$ cat config.mk
export PLATFORM = sky130hd
export DESIGN_NAME = three_axis_linear_ramp
export DESIGN_NICKNAME = d
export VERILOG_FILES = /design/src/tlr_pkg.sv /design/src/tlr_div.sv /design/src/tlr_lane.sv /design/src/tlr_merge.sv /design/src/three_axis_linear_ramp.sv
export SDC_FILE = /design/constraint.sdc
export NUM_CORES = 2
export LEC_CHECK = 0
export ABC_AREA = 1
export BUFFER_PORTS_ARGS = -buffer_cell sky130_fd_sc_hd__buf_2
export CAP_MARGIN = 20
export CORE_MARGIN = 2
export CORE_UTILIZATION = 35
export DETAILED_ROUTE_END_ITERATION = 16
export MAX_ROUTING_LAYER = met4
export PLACE_DENSITY = 0.53
export RECOVER_POWER = 50
export SETUP_SLACK_MARGIN = 0.4
export SLEW_MARGIN = 10
export SYNTH_ARGS = -nofsm -noshare
export SYNTH_HDL_FRONTEND = slang
export SYNTH_SLANG_ARGS = --single-unit
$ cat constraint.sdc
create_clock -name clk -period 11.4 [get_ports clk]
set_clock_uncertainty 0.1 [all_clocks]
set_input_delay 0 -clock clk [delete_from_list [all_inputs] [get_ports clk]]
set_output_delay 0 -clock clk [all_outputs]
set_load 0.01 [all_outputs]
$ cat src/tlr_pkg.sv
// Shared constants, register codes and control types for the three-axis ramp.
`default_nettype none
package tlr_pkg;

	// Q8.16 axis values and frame counts
	localparam int VALUE_BITS = 24;
	localparam int FRAME_BITS = 12;
	localparam int AXES       = 3;

	// serial divider: magnitude of (target - value) needs one bit more than a value
	localparam int DIV_BITS = VALUE_BITS + 1;
	localparam int CNT_BITS = $clog2(DIV_BITS);

	// configuration port
	localparam int CFG_IDX_BITS  = 3;
	localparam int CFG_DATA_BITS = VALUE_BITS;

	localparam logic [VALUE_BITS-1:0] VAL_ONE      = VALUE_BITS'(64'h10000);
	localparam logic [VALUE_BITS-1:0] VAL_MAX      = {1'b0, {(VALUE_BITS-1){1'b1}}};
	localparam logic [VALUE_BITS-1:0] VAL_MIN      = {1'b1, {(VALUE_BITS-1){1'b0}}};
	localparam logic [DIV_BITS-1:0]   VAL_MAX_MAG  = {2'b00, {(VALUE_BITS-1){1'b1}}};
	localparam logic [DIV_BITS-1:0]   VAL_MIN_MAG  = {2'b01, {(VALUE_BITS-1){1'b0}}};
	localparam logic [FRAME_BITS-1:0] FRAMES_RESET = FRAME_BITS'(1);

	// register indexes
	typedef enum logic [CFG_IDX_BITS-1:0] {
		REG_TARGET_X = 3'd0,
		REG_TARGET_Y = 3'd1,
		REG_TARGET_Z = 3'd2,
		REG_FRAMES_X = 3'd3,
		REG_FRAMES_Y = 3'd4,
		REG_FRAMES_Z = 3'd5
	} tlr_reg_t;

	// sequencer strobes to every lane
	typedef struct packed {
		logic accept;
		logic prep;
		logic run;
		logic step;
		logic apply;
	} tlr_ctl_t;

endpackage
`default_nettype wire

$ cat src/tlr_div.sv
// Restoring serial divider, one quotient bit per cycle while run is high, unsigned magnitudes.
`default_nettype none
module tlr_div (
	input  wire logic                           clk,
	input  wire logic                           load,
	input  wire logic                           run,
	input  wire logic [tlr_pkg::DIV_BITS-1:0]   dividend,
	input  wire logic [tlr_pkg::FRAME_BITS-1:0] divisor,
	output logic      [tlr_pkg::DIV_BITS-1:0]   quotient
);

	logic [tlr_pkg::FRAME_BITS-1:0] rem_q;
	logic [tlr_pkg::DIV_BITS-1:0]   dq_q;
	logic [tlr_pkg::FRAME_BITS:0]   shifted;
	logic [tlr_pkg::FRAME_BITS:0]   diff;
	logic                           fits;

	// shift in next dividend bit, subtract divisor when it fits
	always_comb begin
		shifted = {rem_q, dq_q[tlr_pkg::DIV_BITS-1]};
		fits    = shifted >= {1'b0, divisor};
		diff    = fits ? (shifted - {1'b0, divisor}) : shifted;
	end

	// dividend bits leave at the top, quotient bits enter at the bottom
	always_ff @(posedge clk) begin
		if (load) begin
			rem_q <= '0;
			dq_q  <= dividend;
		end else if (run) begin
			rem_q <= diff[tlr_pkg::FRAME_BITS-1:0];
			dq_q  <= {dq_q[tlr_pkg::DIV_BITS-2:0], fits};
		end
	end

	assign quotient = dq_q;

endmodule
`default_nettype wire

$ cat src/tlr_lane.sv
// One axis lane: value, step, latch and active state with its own divider.
`default_nettype none
module tlr_lane (
	input  wire logic                                  clk,
	input  wire logic                                  arst_n,
	input  wire tlr_pkg::tlr_ctl_t                     ctl,
	input  wire logic                                  arm,
	input  wire logic                                  load,
	input  wire logic signed [tlr_pkg::VALUE_BITS-1:0] load_val,
	input  wire logic signed [tlr_pkg::VALUE_BITS-1:0] target,
	input  wire logic        [tlr_pkg::FRAME_BITS-1:0] frames,
	output logic signed      [tlr_pkg::VALUE_BITS-1:0] value,
	output logic                                       active,
	output logic                                       arrived
);

	localparam int VB = tlr_pkg::VALUE_BITS;
	localparam int DB = tlr_pkg::DIV_BITS;

	logic signed [VB-1:0] value_q;
	logic signed [VB-1:0] step_q;
	logic                 latched_q;
	logic                 active_q;
	logic                 arrived_q;
	logic [DB-1:0]        diff_mag_s2;
	logic                 diff_neg_s2;

	logic signed [DB-1:0] diff;
	logic [DB-1:0]        diff_mag;
	logic [DB-1:0]        q_mag;
	logic signed [VB-1:0] q_sat;
	logic signed [VB-1:0] step_new;
	logic [DB-1:0]        step_mag;
	logic signed [DB-1:0] sum;
	logic signed [VB-1:0] sum_sat;
	logic                 hit;

	// remaining distance, taken after the load
	always_comb begin
		diff     = {target[VB-1], target} - {value_q[VB-1], value_q};
		diff_mag = diff[DB-1] ? DB'(-diff) : DB'(diff);
	end

	tlr_div u_div (
		.clk      (clk),
		.load     (ctl.prep),
		.run      (ctl.run),
		.dividend (diff_mag),
		.divisor  (frames),
		.quotient (q_mag)
	);

	// signed, saturated quotient and the step chosen on a fresh latch
	always_comb begin
		if (!diff_neg_s2) begin
			q_sat = (q_mag > tlr_pkg::VAL_MAX_MAG) ? tlr_pkg::VAL_MAX : q_mag[VB-1:0];
		end else begin
			q_sat = (q_mag > tlr_pkg::VAL_MIN_MAG) ? tlr_pkg::VAL_MIN : -q_mag[VB-1:0];
		end
		step_new = step_q;
		if (!latched_q) begin
			if (active_q) begin
				if (frames != '0) begin
					step_new = q_sat;
				end
			end else begin
				step_new = '0;
			end
		end
	end

	// arrival test and saturated advance
	always_comb begin
		step_mag = step_q[VB-1] ? DB'(-{step_q[VB-1], step_q}) : DB'({1'b0, step_q});
		hit      = diff_mag_s2 <= step_mag;
		sum      = {value_q[VB-1], value_q} + {step_q[VB-1], step_q};
		if (sum[DB-1] != sum[DB-2]) begin
			sum_sat = sum[DB-1] ? tlr_pkg::VAL_MIN : tlr_pkg::VAL_MAX;
		end else begin
			sum_sat = sum[VB-1:0];
		end
	end

	// distance captured for the divider and the arrival test
	always_ff @(posedge clk) begin
		if (ctl.prep) begin
			diff_mag_s2 <= diff_mag;
			diff_neg_s2 <= diff[DB-1];
		end
	end

	// axis state
	always_ff @(posedge clk or negedge arst_n) begin
		if (!arst_n) begin
			value_q   <= tlr_pkg::VAL_ONE;
			step_q    <= '0;
			latched_q <= 1'b0;
			active_q  <= 1'b0;
			arrived_q <= 1'b0;
		end else begin
			if (ctl.accept) begin
				if (load) begin
					value_q <= load_val;
				end
				if (arm) begin
					active_q  <= 1'b1;
					latched_q <= 1'b0;
				end
			end
			if (ctl.step) begin
				step_q    <= step_new;
				latched_q <= 1'b1;
			end
			if (ctl.apply) begin
				arrived_q <= active_q && hit;
				if (active_q) begin
					if (hit) begin
						value_q  <= target;
						active_q <= 1'b0;
					end else begin
						value_q <= sum_sat;
					end
				end
			end
		end
	end

	assign value   = value_q;
	assign active  = active_q;
	assign arrived = arrived_q;

endmodule
`default_nettype wire

$ cat src/tlr_merge.sv
// Output stage: gathers the lane results into one registered result word.
`default_nettype none
module tlr_merge (
	input  wire logic                                                 clk,
	input  wire logic                                                 arst_n,
	input  wire logic                                                 load,
	input  wire logic [tlr_pkg::AXES-1:0][tlr_pkg::VALUE_BITS-1:0]    lane_value,
	input  wire logic [tlr_pkg::AXES-1:0]                             lane_active,
	input  wire logic [tlr_pkg::AXES-1:0]                             lane_arrived,
	input  wire logic                                                 out_stall,
	output logic                                                      free,
	output logic                                                      out_valid,
	output logic signed [tlr_pkg::VALUE_BITS-1:0]                     value_x,
	output logic signed [tlr_pkg::VALUE_BITS-1:0]                     value_y,
	output logic signed [tlr_pkg::VALUE_BITS-1:0]                     value_z,
	output logic [tlr_pkg::AXES-1:0]                                  active_mask,
	output logic [tlr_pkg::AXES-1:0]                                  arrived_mask
);

	logic                                              valid_q;
	logic [tlr_pkg::AXES-1:0][tlr_pkg::VALUE_BITS-1:0] value_q;
	logic [tlr_pkg::AXES-1:0]                          active_q;
	logic [tlr_pkg::AXES-1:0]                          arrived_q;

	// slot is free when empty or being taken now
	assign free = !valid_q || !out_stall;

	always_ff @(posedge clk or negedge arst_n) begin
		if (!arst_n) begin
			valid_q <= 1'b0;
		end else if (load) begin
			valid_q <= 1'b1;
		end else if (!out_stall) begin
			valid_q <= 1'b0;
		end
	end

	always_ff @(posedge clk) begin
		if (load) begin
			value_q   <= lane_value;
			active_q  <= lane_active;
			arrived_q <= lane_arrived;
		end
	end

	assign out_valid    = valid_q;
	assign value_x      = value_q[0];
	assign value_y      = value_q[1];
	assign value_z      = value_q[2];
	assign active_mask  = active_q;
	assign arrived_mask = arrived_q;

endmodule
`default_nettype wire

$ cat src/three_axis_linear_ramp.sv
// Top level of the three-axis linear ramp: sequencer, registers, lanes, output stage.
//
// Usage:
//   Input channel (in_valid/in_stall) carries one frame tick per word: arm and
//   load masks plus load values for x, y, z. Output channel (out_valid/out_stall)
//   returns one word per tick: the three axis values, active and arrived masks.
//   Configuration is a write port (cfg_we, cfg_index, cfg_data); write targets
//   and frame counts only while no tick is in flight.
// Timing:
//   Each lane runs a restoring divider, one quotient bit per cycle over 25 bits,
//   and that loop sets the rate. A tick passes the prep, divide, step, apply
//   and output states in order, and in_stall stays high until the sequencer is idle again.
//   The output register holds one finished word, so the next tick is taken
//   while that word still waits.
// Reset:
//   arst_n clears all axes to one (Q8.16), idle and unlatched with a zero step;
//   targets reset to one and frame counts to 1. No clearing pass is needed.
// Stall:
//   A stalled output word holds; a finished tick then waits in the lanes
//   and in_stall stays high until the output register frees.
`default_nettype none
module three_axis_linear_ramp (
	input  wire logic                                     clk,
	input  wire logic                                     arst_n,
	input  wire logic                                     in_valid,
	output logic                                          in_stall,
	input  wire logic [tlr_pkg::AXES-1:0]                 arm_mask,
	input  wire logic [tlr_pkg::AXES-1:0]                 load_mask,
	input  wire logic signed [tlr_pkg::VALUE_BITS-1:0]    load_x,
	input  wire logic signed [tlr_pkg::VALUE_BITS-1:0]    load_y,
	input  wire logic signed [tlr_pkg::VALUE_BITS-1:0]    load_z,
	output logic                                          out_valid,
	input  wire logic                                     out_stall,
	output logic signed [tlr_pkg::VALUE_BITS-1:0]         value_x,
	output logic signed [tlr_pkg::VALUE_BITS-1:0]         value_y,
	output logic signed [tlr_pkg::VALUE_BITS-1:0]         value_z,
	output logic [tlr_pkg::AXES-1:0]                      active_mask,
	output logic [tlr_pkg::AXES-1:0]                      arrived_mask,
	input  wire logic                                     cfg_we,
	input  wire logic [tlr_pkg::CFG_IDX_BITS-1:0]         cfg_index,
	input  wire logic [tlr_pkg::CFG_DATA_BITS-1:0]        cfg_data
);

	localparam int VB = tlr_pkg::VALUE_BITS;
	localparam int FB = tlr_pkg::FRAME_BITS;
	localparam int NA = tlr_pkg::AXES;
	localparam int CB = tlr_pkg::CNT_BITS;

	typedef enum logic [5:0] {
		S_IDLE  = 6'b000001,
		S_PREP  = 6'b000010,
		S_DIV   = 6'b000100,
		S_STEP  = 6'b001000,
		S_APPLY = 6'b010000,
		S_OUT   = 6'b100000
	} state_t;

	state_t                   state_q;
	logic [CB-1:0]            div_cnt_q;
	logic signed [VB-1:0]     target_q [NA];
	logic [FB-1:0]            frames_q [NA];

	logic                     accept;
	logic                     merge_free;
	logic                     merge_load;
	tlr_pkg::tlr_ctl_t        ctl;
	logic signed [VB-1:0]     load_val [NA];
	logic [NA-1:0][VB-1:0]    lane_value;
	logic [NA-1:0]            lane_active;
	logic [NA-1:0]            lane_arrived;

	// configuration registers
	always_ff @(posedge clk or negedge arst_n) begin
		if (!arst_n) begin
			for (int i = 0; i < NA; i++) begin
				target_q[i] <= tlr_pkg::VAL_ONE;
				frames_q[i] <= tlr_pkg::FRAMES_RESET;
			end
		end else if (cfg_we) begin
			case (tlr_pkg::tlr_reg_t'(cfg_index))
				tlr_pkg::REG_TARGET_X: target_q[0] <= cfg_data[VB-1:0];
				tlr_pkg::REG_TARGET_Y: target_q[1] <= cfg_data[VB-1:0];
				tlr_pkg::REG_TARGET_Z: target_q[2] <= cfg_data[VB-1:0];
				tlr_pkg::REG_FRAMES_X: frames_q[0] <= cfg_data[FB-1:0];
				tlr_pkg::REG_FRAMES_Y: frames_q[1] <= cfg_data[FB-1:0];
				tlr_pkg::REG_FRAMES_Z: frames_q[2] <= cfg_data[FB-1:0];
				default: ;
			endcase
		end
	end

	assign in_stall   = (state_q != S_IDLE);
	assign accept     = in_valid && !in_stall;
	assign merge_load = (state_q == S_OUT) && merge_free;

	// tick sequencer
	always_ff @(posedge clk or negedge arst_n) begin
		if (!arst_n) begin
			state_q   <= S_IDLE;
			div_cnt_q <= '0;
		end else begin
			case (state_q)
				S_IDLE: begin
					if (accept) state_q <= S_PREP;
				end
				S_PREP: begin
					state_q   <= S_DIV;
					div_cnt_q <= '0;
				end
				S_DIV: begin
					if (div_cnt_q == CB'(tlr_pkg::DIV_BITS - 1)) begin
						state_q <= S_STEP;
					end else begin
						div_cnt_q <= div_cnt_q + 1'b1;
					end
				end
				S_STEP:  state_q <= S_APPLY;
				S_APPLY: state_q <= S_OUT;
				S_OUT: begin
					if (merge_free) state_q <= S_IDLE;
				end
				default: state_q <= S_IDLE;
			endcase
		end
	end

	always_comb begin
		ctl.accept = accept;
		ctl.prep   = (state_q == S_PREP);
		ctl.run    = (state_q == S_DIV);
		ctl.step   = (state_q == S_STEP);
		ctl.apply  = (state_q == S_APPLY);
	end

	assign load_val[0] = load_x;
	assign load_val[1] = load_y;
	assign load_val[2] = load_z;

	// one lane per axis
	for (genvar g = 0; g < NA; g++) begin : g_lane
		tlr_lane u_lane (
			.clk      (clk),
			.arst_n   (arst_n),
			.ctl      (ctl),
			.arm      (arm_mask[g]),
			.load     (load_mask[g]),
			.load_val (load_val[g]),
			.target   (target_q[g]),
			.frames   (frames_q[g]),
			.value    (lane_value[g]),
			.active   (lane_active[g]),
			.arrived  (lane_arrived[g])
		);
	end

	tlr_merge u_merge (
		.clk          (clk),
		.arst_n       (arst_n),
		.load         (merge_load),
		.lane_value   (lane_value),
		.lane_active  (lane_active),
		.lane_arrived (lane_arrived),
		.out_stall    (out_stall),
		.free         (merge_free),
		.out_valid    (out_valid),
		.value_x      (value_x),
		.value_y      (value_y),
		.value_z      (value_z),
		.active_mask  (active_mask),
		.arrived_mask (arrived_mask)
	);

	// an axis that arrived on a tick is never reported still active
	a_arrived_idle: assert property (@(posedge clk) disable iff (!arst_n)
		out_valid |-> ((arrived_mask & active_mask) == '0))
		else $error("axis both arrived and active");

	// an accepted tick always starts the distance capture next
	a_accept_prep: assert property (@(posedge clk) disable iff (!arst_n)
		accept |=> (state_q == S_PREP))
		else $error("accepted tick did not start");

	// divider runs exactly its bit count
	a_div_len: assert property (@(posedge clk) disable iff (!arst_n)
		(state_q == S_DIV && div_cnt_q == CB'(tlr_pkg::DIV_BITS - 1)) |=> (state_q == S_STEP))
		else $error("divider length wrong");

	// a new result word only comes from the output state
	a_out_src: assert property (@(posedge clk) disable iff (!arst_n)
		$rose(out_valid) |-> $past(state_q == S_OUT))
		else $error("result word without finished tick");

endmodule
`default_nettype wire

==> metrics.md <==
| Metric | Value |
|---|---|
| FF-to-FF path depth | `9` |
| Final slew viol count | `528` |
| Delay-heaviest family, CP | `buffers and inverters` |
| CTS Buffer Depth | `3` |
| Max Clk Rate | `0.149 GHz` |
| Fraction of final layout cells with drive strength greater than 1 | `6.65%` |
| Area of the multi-input gates | `22300 um2` |
| Sequential Power Share | `25.6%` |
| RSZ-0062 raised after global routing | `no` |
| Number of flops mapped to enable cells by yosys | `231` |
| Crit path launch type | `primary input` |
| Vias post-DR | `38700` |
| Crit. End Element | `async pin` |
| Clk slew on worst S/H paths | `0.06 ns` |
| PortBufs | `189` |
| Static Leak | `22.4 nW` |
| Max-slew headroom | `-261%` |
| Synth unique cells | `72` |
| Filler instances | `11900` |
| Yosys warns | `0` |
| Failing checks | `max-capacitance violations, max-slew violations` |
| Pwr/cell area | `309 nW/um2` |
| Io pins | `190` |
| CP Max Fanout | `62` |
| H-tree depth | `3` |
| Routed wire length | `146 mm` |
| Slowest-stage cell, CP | `clkbuf_1` |
| Status | `finished with violations` |
| Initial Utilization | `35.3%` |
| Final min period | `6.72 ns` |
| Die Footprint | `118000 um2` |
| Comb power frac | `58.1%` |
| DR pass1 iterations | `8` |
| WL/cell | `19.5 um` |
| Syn avg cell area | `7.22 um2` |
| Seq/Total Area, Yosys | `35.9%` |
| Grt total ovfl | `0` |
| Routed vias/inst | `5.17` |
| Total global-route track usage | `25.3%` |
| Clock share of power | `16.2%` |
| Final worst-path cycle share | `58.9%` |
| Initial antenna violation count | `8` |
| Worst EP required | `11.26 ns` |
| Gate Count Post-Synth | `5593` |
| Core Area | `114000 um2` |
| CP peak stage delay | `2.51 ns` |
| Int Pwr | `0.00693 W` |
| Global-route wire length before repair | `221 mm` |
| Area grow syn2layout | `16.1%` |
| Post-layout util | `41.0%` |
| DR iter-0 viols | `3642` |
| Crit-path cells | `dlygate4sd3_1 -> dlygate4sd3_1 -> clkbuf_1 -> clkbuf_1 -> clkbuf_1` |
| DP HPWL | `115 mm` |
| DRC Markers | `0` |
| Endpoints failing setup | `0` |
| Worst hold path class | `in2reg` |
| Least-Margin Pin Slew | `5.41 ns` |
| CTS tree | `done` |
| Seq. cell area | `14500 um2` |
| CTS buffer count | `69` |
| Num rows | `124` |
| WP depth | `5` |
| Final hold violation count | `0` |
| Vias in the first global route | `36800` |
| Die W | `344 um` |
| Crit Path Class | `in2async` |
| CTS Sinks | `540` |
| DIE HEIGHT | `344 um` |
| GPL Wtd Cong | `0.988` |
| Worst EP arrival | `6.58 ns` |
| Top_reg_cell synth | `dfrtp_1` |
| Buffers & Inverters on Critical Path | `5` |
| CTS Root Cell | `clkbuf_16` |
| Largest net degree at the start of global routing | `96` |
| Worst vdd ir | `0.213 mV` |
| Cell mode on critical path | `clkbuf_1` |
| Sw Share | `52.2%` |
| Mapped Area | `40400 um2` |
| Post-synth ARST share | `50.6%` |
| TNS Setup | `0 ns` |
| Hold path cells | `5` |
| Synthesized flop and latch total | `540` |
| Max_cap viols | `10` |
| Worst-skew pair later-pin latency | `0.65 ns` |
| Nets | `6305` |
| Routed Antenna Nets | `0` |
| Switch Pwr | `0.00755 W` |
what timing repair did:
item | 4_1_cts | 5_1_grt
setup endpoints to repair | 0 | 0
endpoints found under the hold margin | 318 | 0
gates resized for setup | 0 | 0
hold buffers | 178 | 0
setup buffers | 0 | 0
worst register-to-register path, cell delays in order, from the launching register on:
cell and delay (ns):
dfrtp_1 0.41, nor2_1 0.19, nand4_1 0.33, nor2_1 1.45, buf_4 0.75, nand2_1 0.69
nand2_1 0.20, nand3_1 0.20, o21ai_0 0.15, nor2_1 0.06
kinds of logic after synthesis:
group	Yosys count	share of synthesized area (%)
adders and majority gates	278	8.79
xor gates and xnor gates	217	5.04
muxes	3	0.0744
AOI/OAI and AO/OA	865	11.5
buffers and inverters	919	8.84
other	1	0.00929
DFF	540	35.9
and+or+nand+nor	2770	29.8
state kept, by name, summed over array words and instances (netlist names), 24 cells and up:
signal and count:
g_lane.u_lane.diff_mag_s2 75, u_merge.value_x 24, frames_q 36, u_merge.value_y 24
target_q 72, g_lane.u_lane.value 72, g_lane.u_lane.u_div.rem_q 36, g_lane.u_lane.u_div.quotient 75
u_merge.value_z 24, g_lane.u_lane.step_q 72
power groups by stage:
stage               Clock, W  Combinational, W  Sequential [W]
global placement           0           0.00820         0.00374
floorplan                  0           0.00611         0.00323
global route         0.00247           0.00946         0.00375
finish               0.00235           0.00842         0.00371
detailed placement         0           0.00822         0.00372
CTS                  0.00240           0.00835         0.00370
worst paths after layout:
path | from | end | slack, ns
min | load_mask[0] | g_lane[0].u_lane.value[23]$_DFF_PN0_ | 0.09
max | arst_n | g_lane[1].u_lane.step_q[11]$_DFFE_PN0P_ | 4.68
min reg2reg | g_lane[0].u_lane.arrived$_DFFE_PN0N_ | u_merge.arrived_mask[0]$_DFFE_PP_ | 0.37
min in group asynchronous | arst_n | frames_q[0]$_DFFE_PN1P_ | 0.93
max reg2reg | state_q[5]$_DFFE_PN0P_ | g_lane[1].u_lane.value[23]$_DFF_PN0_ | 6.74
max in group clk | state_q[5]$_DFFE_PN0P_ | g_lane[1].u_lane.value[23]$_DFF_PN0_ | 6.74
layout make-up:
class | count | area share [%]
Multi-Input combinational cell | 4136 | 47.7
Sequential cell | 540 | 31.0
Inverter | 778 | 6.23
Timing Repair Buffer | 392 | 5.94
Clock buffer | 89 | 4.27
Tap cell | 1512 | 4.04
Clock inverter | 39 | 0.868
Antenna cell | 2 | 0.0107
cells in the mapped netlist, types with 5 or more instances:
master | number | share of area [%]
a21boi_0 | 9 | 0.17
a21o_1 | 14 | 0.26
a21oi_1 | 299 | 3.7
a31oi_1 | 13 | 0.20
and2_1 | 6 | 0.093
buf_2 | 33 | 0.41
buf_6 | 5 | 0.14
clkbuf_1 | 93 | 0.87
dfrtp_1 | 263 | 16
dfstp_2 | 10 | 0.65
dfxtp_1 | 36 | 1.8
edfxtp_1 | 231 | 17
fa_1 | 9 | 0.45
ha_1 | 269 | 8.3
inv_1 | 758 | 7.1
inv_2 | 18 | 0.17
nand2_1 | 1460 | 14
nand2_2 | 45 | 0.70
nand2_4 | 8 | 0.22
nand3_1 | 531 | 6.6
nand3_2 | 8 | 0.20
nand3b_1 | 10 | 0.19
nand4_1 | 98 | 1.5
nor2_1 | 432 | 4.0
nor2_2 | 19 | 0.29
nor3_1 | 87 | 1.1
nor3_2 | 7 | 0.17
nor4_1 | 34 | 0.53
o211ai_1 | 7 | 0.13
o21a_1 | 5 | 0.093
o21ai_0 | 420 | 5.2
o21ai_1 | 21 | 0.26
o21bai_1 | 20 | 0.37
o22ai_1 | 12 | 0.19
o31ai_1 | 16 | 0.30
or2_2 | 9 | 0.14
xnor2_1 | 43 | 0.93
xnor2_2 | 7 | 0.28
xor2_1 | 158 | 3.4
xor2_2 | 8 | 0.32
through the flow:
stage	hold WS, ns	worst slack [ns]	power (W)	instance area (um2)	std cells
global placement	0.0155	6.74	0.0119	42800	7178
global route	0.131	3.44	0.0157	46800	7486
CTS	0.0283	6.83	0.0144	47000	7485
floorplan	-0.396	6.27	0.00933	40400	5595
detailed placement	0.0217	6.87	0.0119	42800	7179
finish	0.0895	4.68	0.0145	46800	7488
per-layer routing:
| layer | global-route usage, % | routed length, um | vias to the layer above |
|---|---|---|---|
| li1 | - | - | 19100 |
| met5 | - | 0 | - |
| met2 | 37.3 | 62200 | 1228 |
| met1 | 35.5 | 69200 | 18100 |
| met4 | 8.71 | 5040 | 0 |
| met3 | 3.26 | 9980 | 229 |
cells in the final DEF (no fill, tap or decap), drive strengths merged, types with 9 or more instances in the layout:
cell type,netlist,layout
a21o,14,14
o21ai,443,443
ha,269,269
dfrtp,263,263
clkinv,2,21
a31oi,13,13
dlygate4sd3,0,177
dfxtp,36,36
o31ai,16,16
a21oi,304,304
nand3,542,542
nand4,99,99
inv,776,784
xnor2,50,50
o21bai,20,20
o22ai,12,12
dfstp,10,10
nand3b,10,10
nor3,94,94
fa,9,9
nand2,1514,1514
clkbuf,94,180
or2,11,11
buf,47,124
edfxtp,231,231
a21boi,9,9
xor2,167,167
nor4,35,35
nor2,455,455
Note: power is estimated with default switching activity, not from simulation.
